### src/rtl/gbn_pkg.sv
// gbn_pkg: codes and fixed widths for the go-back-n state table
// used by gbn_outq and go_back_n_state_table_top; no dependencies
package gbn_pkg;

  localparam int FUNC_W = 3;
  localparam int TYPE_W = 3;
  localparam int KIND_W = 3;
  localparam int IP_W   = 32;
  localparam int WIN_W  = 16;

  localparam logic [WIN_W-1:0] WIN_RESET = 16'd16;

  // item functions
  localparam logic [FUNC_W-1:0] FUNC_RX        = 3'd0;
  localparam logic [FUNC_W-1:0] FUNC_SEND_REQ  = 3'd1;
  localparam logic [FUNC_W-1:0] FUNC_SEND_DONE = 3'd2;
  localparam logic [FUNC_W-1:0] FUNC_TIMEOUT   = 3'd3;
  localparam logic [FUNC_W-1:0] FUNC_INIT      = 3'd4;

  // received packet types
  localparam logic [TYPE_W-1:0] PKT_DATA = 3'd0;
  localparam logic [TYPE_W-1:0] PKT_ACK  = 3'd1;
  localparam logic [TYPE_W-1:0] PKT_NACK = 3'd2;
  localparam logic [TYPE_W-1:0] PKT_SYN  = 3'd3;
  localparam logic [TYPE_W-1:0] PKT_FIN  = 3'd4;

  // result kinds
  localparam logic [KIND_W-1:0] KIND_QUERY   = 3'd0;
  localparam logic [KIND_W-1:0] KIND_REPLY   = 3'd1;
  localparam logic [KIND_W-1:0] KIND_TIMER   = 3'd2;
  localparam logic [KIND_W-1:0] KIND_RETRANS = 3'd3;
  localparam logic [KIND_W-1:0] KIND_GRANT   = 3'd4;
  localparam logic [KIND_W-1:0] KIND_REFUSE  = 3'd5;

  // result queue
  localparam int Q_DEPTH = 4;
  localparam int Q_PTR_W = 2;
  localparam int Q_CNT_W = 3;

endpackage

### src/rtl/gbn_outq.sv
// gbn_outq: four-entry result queue, up to two pushes per cycle, one pop
// depends on gbn_pkg for the queue depth and pointer widths
module gbn_outq import gbn_pkg::*; #(
  parameter int W = 8
) (
  input  logic               clk,
  input  logic               rst_n,
  input  logic [1:0]         push_n,
  input  logic [W-1:0]       push_d0,
  input  logic [W-1:0]       push_d1,
  output logic [W-1:0]       head,
  output logic               head_valid,
  input  logic               pop,
  output logic [Q_CNT_W-1:0] count
);

  logic [W-1:0]       q_r [Q_DEPTH];
  logic [Q_PTR_W-1:0] wr_ptr_r, wr_ptr_nxt;
  logic [Q_PTR_W-1:0] rd_ptr_r, rd_ptr_nxt;
  logic [Q_CNT_W-1:0] cnt_r, cnt_nxt;
  logic               do_pop;

  assign do_pop     = pop && (cnt_r != '0);
  assign head       = q_r[rd_ptr_r];
  assign head_valid = (cnt_r != '0);
  assign count      = cnt_r;

  always_comb begin
    wr_ptr_nxt = wr_ptr_r + Q_PTR_W'(push_n);
    rd_ptr_nxt = rd_ptr_r + Q_PTR_W'(do_pop);
    cnt_nxt    = cnt_r + Q_CNT_W'(push_n) - Q_CNT_W'(do_pop);
  end

  always_ff @(posedge clk) begin
    if (!rst_n) begin
      wr_ptr_r <= '0;
      rd_ptr_r <= '0;
      cnt_r    <= '0;
    end else begin
      wr_ptr_r <= wr_ptr_nxt;
      rd_ptr_r <= rd_ptr_nxt;
      cnt_r    <= cnt_nxt;
    end
  end

  always_ff @(posedge clk) begin
    if (push_n != 2'd0) begin
      q_r[wr_ptr_r] <= push_d0;
    end
    if (push_n == 2'd2) begin
      q_r[wr_ptr_r + Q_PTR_W'(1)] <= push_d1;
    end
  end

endmodule

### config.mk
export PLATFORM = sky130hd
export DESIGN_NAME = gbn_outq
export DESIGN_NICKNAME = d
export VERILOG_FILES = /design/src/rtl/gbn_pkg.sv /design/src/rtl/gbn_outq.sv
export SDC_FILE = /design/constraint.sdc
export NUM_CORES = 1
export LEC_CHECK = 0
export ABC_CLOCK_PERIOD_IN_PS = 2550
export BUFFER_PORTS_ARGS = -buffer_cell sky130_fd_sc_hd__buf_2
export CORE_ASPECT_RATIO = 1.75
export CORE_UTILIZATION = 30
export CTS_BUF_LIST = sky130_fd_sc_hd__clkbuf_4
export CTS_CLUSTER_DIAMETER = 40
export CTS_CLUSTER_SIZE = 40
export DETAILED_ROUTE_END_ITERATION = 8
export MAX_ROUTING_LAYER = met4
export PLACE_DENSITY = 0.6
export SKIP_LAST_GASP = 1
export SLEW_MARGIN = 0
export SYNTH_ARGS = -nofsm -noshare
export SYNTH_HDL_FRONTEND = slang
export SYNTH_SLANG_ARGS = --single-unit
export TNS_END_PERCENT = 10
### constraint.sdc
create_clock -name clk -period 2.55 [get_ports clk]
set_input_delay 0.255 -clock clk [delete_from_list [all_inputs] [get_ports clk]]
set_output_delay 0.255 -clock clk [all_outputs]
set_load 0.02 [all_outputs]
# Word level (Yosys, flattened, before mapping)
# Memories as Yosys holds them, arrays and structs flattened. A register that Yosys moved wholly into a read port is not among the register bits.
# Cells that the tools add are included.
op_classes:
  n_shift: 0
  multipliers: 0
  n_reduce_logical: 3
  order_cmp: 0
  div: 0
  n_addsub: 5
  n_mux: 5
  eq_ne: 1
  bitwise_logic: 0
op_table:
  columns: ["cell", "n"]
  rows:
  - ["1-bit two-way mux", 4]
  - ["3-bit by 2-bit adder with 3-bit output", 1]
  - ["3-bit nonzero test", 1]
  - ["3-bit by 1-bit subtractor with 3-bit output", 1]
  - ["2-bit by 1-bit adder with 2-bit output", 1]
  - ["2-bit by 1-bit adder with 2-bit output, second input constant", 1]
  - ["2-bit adder", 1]
  - ["2-bit equality test, second input constant", 1]
  - ["2-bit two-way mux", 1]
  - ["2-bit nonzero test", 1]
  - ["1-bit logical AND", 1]
word_totals:
  mem_bits_rw: 32
  input_bits: 21
  mem_count: 1
  latch_bits: 0
  romBits: 0
  ff_bits: 7
  elab_cells: 18
mem_list:
  columns: ["memory", "words", "width", "read_ports", "rd_ports_with_merged_regs", "write_ports", "line", "source"]
  rows:
  - ["q_r", 4, 8, 1, 1, 2, "gbn_outq.sv:17", "logic [W-1:0] q_r [Q_DEPTH];"]

# Longest topological paths before layout
# Gate-level depths: netlist of run 1.
depth:
  ltp_word: 4
  depth_mapped: 7

# Worst setup path after synthesis of run 1
# Ideal clock, no wire load.
synth_timing:
  path_type: "reg-to-reg"
  start: "register cnt_r[2] (netlist: count[2])"
  end: "register cnt_r[2] (netlist: count[2])"
  stages_incl_launch_ff: 7
  setup_time_ns: 0.114
  synth_period_minus_slack_ns: 1.786
  slack_ns: 0.764
  path_buffers: 0
  arrival_ns: 1.672
  path_cell_list: "dfxtp_1 > o31ai_1 > mux2i_1 > ha_1 > fa_1 > xnor3_1 > nor2b_1"
synth_between:
  elab_chain_cells: 3
  word_cells_on_any_way: 4
synth_lines:
  columns: ["item", "line", "source"]
  rows:
  - ["start: declaration", "gbn_outq.sv:20", "logic [Q_CNT_W-1:0] cnt_r, cnt_nxt;"]
  - ["start signal: assignment", "gbn_outq.sv:42", "cnt_r <= cnt_nxt;"]
  - ["branches (longest 2 deep; another with 3-bit by 2-bit adder with 3-bit output)", null, null]
  - ["3-bit by 1-bit subtractor with 3-bit output *", "gbn_outq.sv:31", "cnt_nxt = cnt_r + Q_CNT_W'(push_n) - Q_CNT_W'(do_pop);"]
# Mark *: on every way between the ends.
# A chain may end at the register's enable or synchronous reset.

==> results of run 1 <==
-- final cells by class --
type | count | area (um2) | share of cell area (%)
Clock inverter | 2 | 12.51 | 0.5319
Inverter | 3 | 11.26 | 0.4787
Sequential cell | 39 | 1101 | 46.81
Clock buffer | 6 | 45.04 | 1.915
Tap cell | 82 | 102.6 | 4.362
Timing Repair Buffer | 39 | 225.2 | 9.574
Multi-Input combinational cell | 73 | 854.6 | 36.33
-- sequential cells by signal (all words and copies together), names as in the netlist --
register and cells:
count 3, q_r 32, rd_ptr_r 2, wr_ptr_r 2
-- synthesized netlist by cell type --
library cell   n
edfxtp_1      32
mux2_2        32
mux4_2         8
dfxtp_1        7
buf_2          6
mux2i_1        4
and2_1         3
ha_1           3
inv_1          3
nor2b_1        3
nand2_1        2
nand2b_1       2
nor2_1         2
nor4bb_1       2
o31ai_1        2
xnor3_1        2
a21o_1         1
clkbuf_1       1
clkbuf_2       1
fa_1           1
nand4b_1       1
nor4b_4        1
o21ba_2        1
o311ai_0       1
or2_2          1
or3_1          1
-- cells by family after synthesis --
group / Yosys count / share of synthesized area (%)
flip-flops: 39 / 54.90
XOR/XNOR: 2 / 2.246
multiplexers: 44 / 28.95
AO/OA/AOI/OAI: 5 / 2.059
buffers and inverters: 11 / 2.495
AND/OR/NAND/NOR: 18 / 6.489
adder cells (fa/ha/maj): 4 / 2.870
-- layer usage --
metal | global-route usage (%) | vias to the layer above | wire length (um)
met5 | - | - | 0
met4 | 5.519 | 0 | 101
met3 | 2.263 | 8 | 123
met2 | 24.85 | 29 | 2304
met1 | 12.06 | 574 | 1402
li1 | - | 557 | -
-- power groups by stage --
stage	logic [mW]	clock network, mW	registers (mW)
CTS	0.524	0.327	0.871
floorplan	0.391	0	0.846
global route	0.559	0.349	0.882
detailed placement	0.523	0	0.886
global placement	0.510	0	0.879
finish	0.513	0.310	0.867
-- layout by cell type (no fill, tap or decap), types with 2 or more instances in the layout --
| cell | count |
|---|---|
| edfxtp_1 | 32 |
| buf_2 | 32 |
| o31ai_1 | 2 |
| buf_4 | 6 |
| mux2_2 | 32 |
| nand2_1 | 2 |
| ha_1 | 3 |
| inv_1 | 3 |
| clkbuf_4 | 6 |
| nor2_1 | 2 |
| mux4_2 | 8 |
| nand2b_1 | 2 |
| nor4bb_1 | 2 |
| nor2b_1 | 3 |
| and2_1 | 3 |
| dfxtp_1 | 7 |
| mux2i_1 | 4 |
| xnor3_1 | 2 |
-- stage by stage --
stage / area [um2] / utilization [%]
after floorplan: 2006 / -
after global placement: 2295 / 35.36
after detailed placement: 2295 / 35.36
after CTS: 2352 / 36.24
after global routing: 2352 / 36.24
final: 2352 / 36.24
-- critical path, stage by stage (launching register included) --
cell and delay (ns):
dfxtp_1 0.78, mux4_2 0.60, buf_2 0.18
-- worst max-delay path by stage --
stage          slack (ns)        to  cells after the start        start
5_1_grt              0.29   head[0]                      2  rd_ptr_r[0]
3_3_place_gp         0.74   head[0]                      2  rd_ptr_r[0]
2_1_floorplan        0.76  count[2]                      6     count[2]
3_5_place_dp         0.65  count[2]                      6     count[2]
6_report             0.41   head[0]                      2  rd_ptr_r[0]
4_1_cts              0.36   head[0]                      2  rd_ptr_r[0]
==> flow_summary.yaml, run 1 <==
run_status:
  status: "completed"
floorplanning:
  row_count: 39
  chipHeight_um: 110.2
  start_util_pct: 30.90
  die-area_mm2: 0.007030
  die_width_um: 63.81
  io_pins: 33
  core_area_mm2: 0.006490
pwr:
  pwr_density_cell_mw_per_mm2: 718.5
  ir_drop_mv: 0.1825
  power_switching_mw: 0.5223
  p_comb_share_pct: 30.4
  leakage_nw: 0.8872
  p_int_mw: 1.168
  power_mw: 1.690
  seq_power_share_pct: 51.3
  sw_frac_of_total_pct: 30.91
  p_clk_share_pct: 18.4
routing:
  routed_via_density: 4.787
  drc_errors: 0
  routed_wl_um: 3931
  wl_per_cell_um: 16.11
  drt_iter0_markers: 39
  antenna_left: 0
  vias: 1168
  dr.pass1.iters: 4
sta:
  max_freq_mhz: 467.7
  tightest_slew_ns: 0.7128
  fin_crit_sh_pct: 83.84
  hold_violations: 0
  period_needed_ns: 2.138
  tns_ns: 0
  slew_headroom_pct: 52.28
  whs_ns: 0.2326
  final-setup-viol-count: 0
  slew_violations: 0
  skew_ns: 0.01149
  fin_ws_ns: 0.4120
  rsz0062_at_grt: "no"
yosys:
  avgSynthCellArea_um2: 16.31
  syn_nets: 148
  synthCells: 123
  ys_ff_latch: 39
  synth_top_area_cell: "edfxtp_1"
  yosysWarnings: 0
  synth_area_leaders: "edfxtp_1, mux2_2, mux4_2"
  synth_top_area_share_pct: 47.91
  netlist_area_mm2: 0.002006
  yosysSeqAreaShare_pct: 54.90
  synth.distinct_cells: 26
clock_network:
  postCtsHoldBufs: 0
  ctsRootBufferMaster: "clkbuf_4"
  cts_made_buffers: 5
  cts_num_sinks: 39
  post_cts_buffers: 0
  cts_tree: "yes"
  cts_buffer_depth: 2
  cts_max_level: 2
  clk_pin_slew_ns: 0.11
  clk_latency_ns: 0.34
  post_cts_resize_count: 0
worst_hold_path:
  hp-class: "primary input to flop"
  hold_end: "rd_ptr_r[1]"
  hp-start: "rst_n"
  min_path_cells: 3
place:
  portBuffers: 32
  place_hpwl_um: 3014
  pre_cts_ws_ns: 0.6493
  placed_cells: 236
  place_congestion: 0.7743
global_route:
  grt_overflow: 0
  grt_max_degree: 13
  grt_pass1_wl_um: 6354
  first_global_vias: 1285
  antenna_found_initial: 0
  grt_use_total_pct: 12.80
critical_path:
  r2r_start: "count[2]"
  crit_fanout: 11
  endpoint_kind: "output port"
  required_ns: 2.30
  critPathKind: "flop to output port"
  ff2ff_setup_slack_ns: 0.64
  cp-start-kind: "flop"
  cp_data_arrival_time_ns: 1.88
  worstRegToRegCells: 6
  r2r_end: "count[2]"
final_layout:
  syn2layout_area_growth_pct: 17.28
  drive_above_1_share_pct: 54.94
  nFillCells: 616
  final_cells: 244
  nNetsFinal: 186
  antenna_cells: 0
job:
  cap_viol_max_count: 0
(Power assumes the default switching activity.)
==> run 2, diff against run 1 <==
- ABC_CLOCK_PERIOD_IN_PS: 2550 -> 2130
- clock period: 2.55 -> 2.13 ns (I/O delays scaled with it)
==> run 2 against run 1 <==
Sequential share of layout area rose by 0.050 points. Core utilization barely moved. Register-to-register slack lost 0.46 ns. Die area did not move. Routed wire length increased by 7.3%. Via count is 2.2% higher. Setup slack got worse by 0.23 ns. Cell area down 0.11%. Power increased by 21%. Cell count rose by 0.82%. Clock power rose by 19%. Hold slack worse by 0.058 ns. Largest cell class unchanged.
==> flow_summary.yaml, run 2 (synthesis results as in run 1) <==
sta:
  tightest_slew_ns: 0.5417
  slew_violations: 0
  skew_ns: 0.01003
  tns_ns: 0
  rsz0062_at_grt: "no"
  max_freq_mhz: 512.8
  hold_violations: 0
  final-setup-viol-count: 0
  fin_crit_sh_pct: 91.56
  whs_ns: 0.1748
  slew_headroom_pct: 63.58
  period_needed_ns: 1.950
final_layout:
  nNetsFinal: 188
  design_area_mm2: 0.002350
  multiInputGateArea_um2: 854.6
  syn2layout_area_growth_pct: 17.16
  final_util_pct: 36.21
  antenna_cells: 0
  largest_register_ffs: 32
  final_cell_mix: "mux2_2, buf_2, edfxtp_1"
  layout.area.seq_mm2: 0.001101
  nFillCells: 638
  regMostFlops: "q_r"
  drive_above_1_share_pct: 54.88
floorplanning:
  row_count: 39
  io_pins: 33
  core_area_mm2: 0.006490
  start_util_pct: 30.90
  die_width_um: 63.81
  die-area_mm2: 0.007030
  chipHeight_um: 110.2
critical_path:
  worstSetupStartpoint: "count[2]"
  ff2ff_setup_slack_ns: 0.18
  r2r_end: "count[2]"
  cp-start-kind: "flop"
  endpoint_kind: "flop"
  r2r_start: "count[2]"
  critPathKind: "flop to flop"
  worstRegToRegCells: 6
  cp_data_arrival_time_ns: 2.24
  crit_fanout: 5
  required_ns: 2.42
global_route:
  grt_pass1_wl_um: 6527
  antenna_found_initial: 0
  grt_max_degree: 12
  grt_overflow: 0
  grt_use_total_pct: 13.35
  first_global_vias: 1304
clock_network:
  ctsRootBufferMaster: "clkbuf_4"
  cts_tree: "yes"
  cts_num_sinks: 39
  clk_pin_slew_ns: 0.11
  post_cts_resize_count: 0
  clk_latency_ns: 0.34
  cts_max_level: 2
  cts_made_buffers: 5
  postCtsHoldBufs: 0
  cts_buffer_depth: 2
  post_cts_buffers: 0
run_status:
  status: "completed"
place:
  post_dp_cell_area_mm2: 0.002297
  place_congestion: 0.7297
  portBuffers: 32
  place_hpwl_um: 3075
pwr:
  leakage_nw: 0.8923
  ir_drop_mv: 0.2175
  pwr_density_cell_mw_per_mm2: 869.8
  power_mw: 2.044
routing:
  routed_wl_um: 4217
  dr.pass1.iters: 4
  antenna_left: 0
  vias: 1194
  drt_iter0_markers: 27
  drc_errors: 0
  routed_via_density: 4.854
  wl_per_cell_um: 17.14
worst_hold_path:
  hold_end: "rd_ptr_r[1]"
  min_path_cells: 3
  hp-class: "primary input to flop"
  hp-start: "rst_n"
job:
  cap_viol_max_count: 0
==> run 2: cell count changes in the layout (fill, tap and decap cells not counted) <==
| cell | before | now |
|---|---|---|
| clkinv_1 | 1 | 2 |
| buf_4 | 6 | 9 |
| buf_12 | 1 | 0 |
| clkinv_4 | 1 | 0 |
==> run 2: metal layers <==
metal | track usage, % | part of all wire [%] | vias up
met5 | - | 0 | -
met4 | 6.331 | 1.9 | 0
met3 | 2.366 | 2.8 | 6
met2 | 26.52 | 59 | 26
met1 | 11.81 | 36 | 603
li1 | - | - | 559
==> run 2: critical path, stage by stage, from the launching register on <==
cell and delay [ns]:
dfxtp_1 0.36, o31ai_1 0.45, mux2i_1 0.18, ha_1 0.24
fa_1 0.37, xnor3_1 0.19, nor2b_1 0.11
==> run 2: final cells by class <==
class | count | share of cell area (%)
clock inverters | 2 | 0.3195
well taps | 82 | 4.366
clock buffers | 6 | 1.917
inverters | 3 | 0.4792
repair buffers | 41 | 9.691
flip-flops and latches | 39 | 46.86
multi-input cells | 73 | 36.37
==> run 2: worst max-delay path by stage <==
stage          endpoint  depth (start not counted)
6_report       count[2]                          6
5_1_grt        count[2]                          6
4_1_cts        count[2]                          6
3_5_place_dp   count[2]                          6
3_3_place_gp   count[2]                          6
2_1_floorplan  count[2]                          6
==> run 2: power by group <==
group	total [mW]	internal, mW	leakage [nW]	switching [mW]
Clock	0.370	0.135	0.0307	0.234
Sequential	1.00	0.938	0.358	0.0655
Combinational	0.671	0.328	0.503	0.343
Total	2.04	1.40	0.892	0.643
==> run 2: metrics by stage <==
stage / std cells / setup WS [ns]
finish: 246 / 0.1798
global route: 246 / 0.02047
CTS: 246 / 0.1801
detailed placement: 238 / 0.2216
global placement: 238 / 0.3793
floorplan: 123 / 0.3445
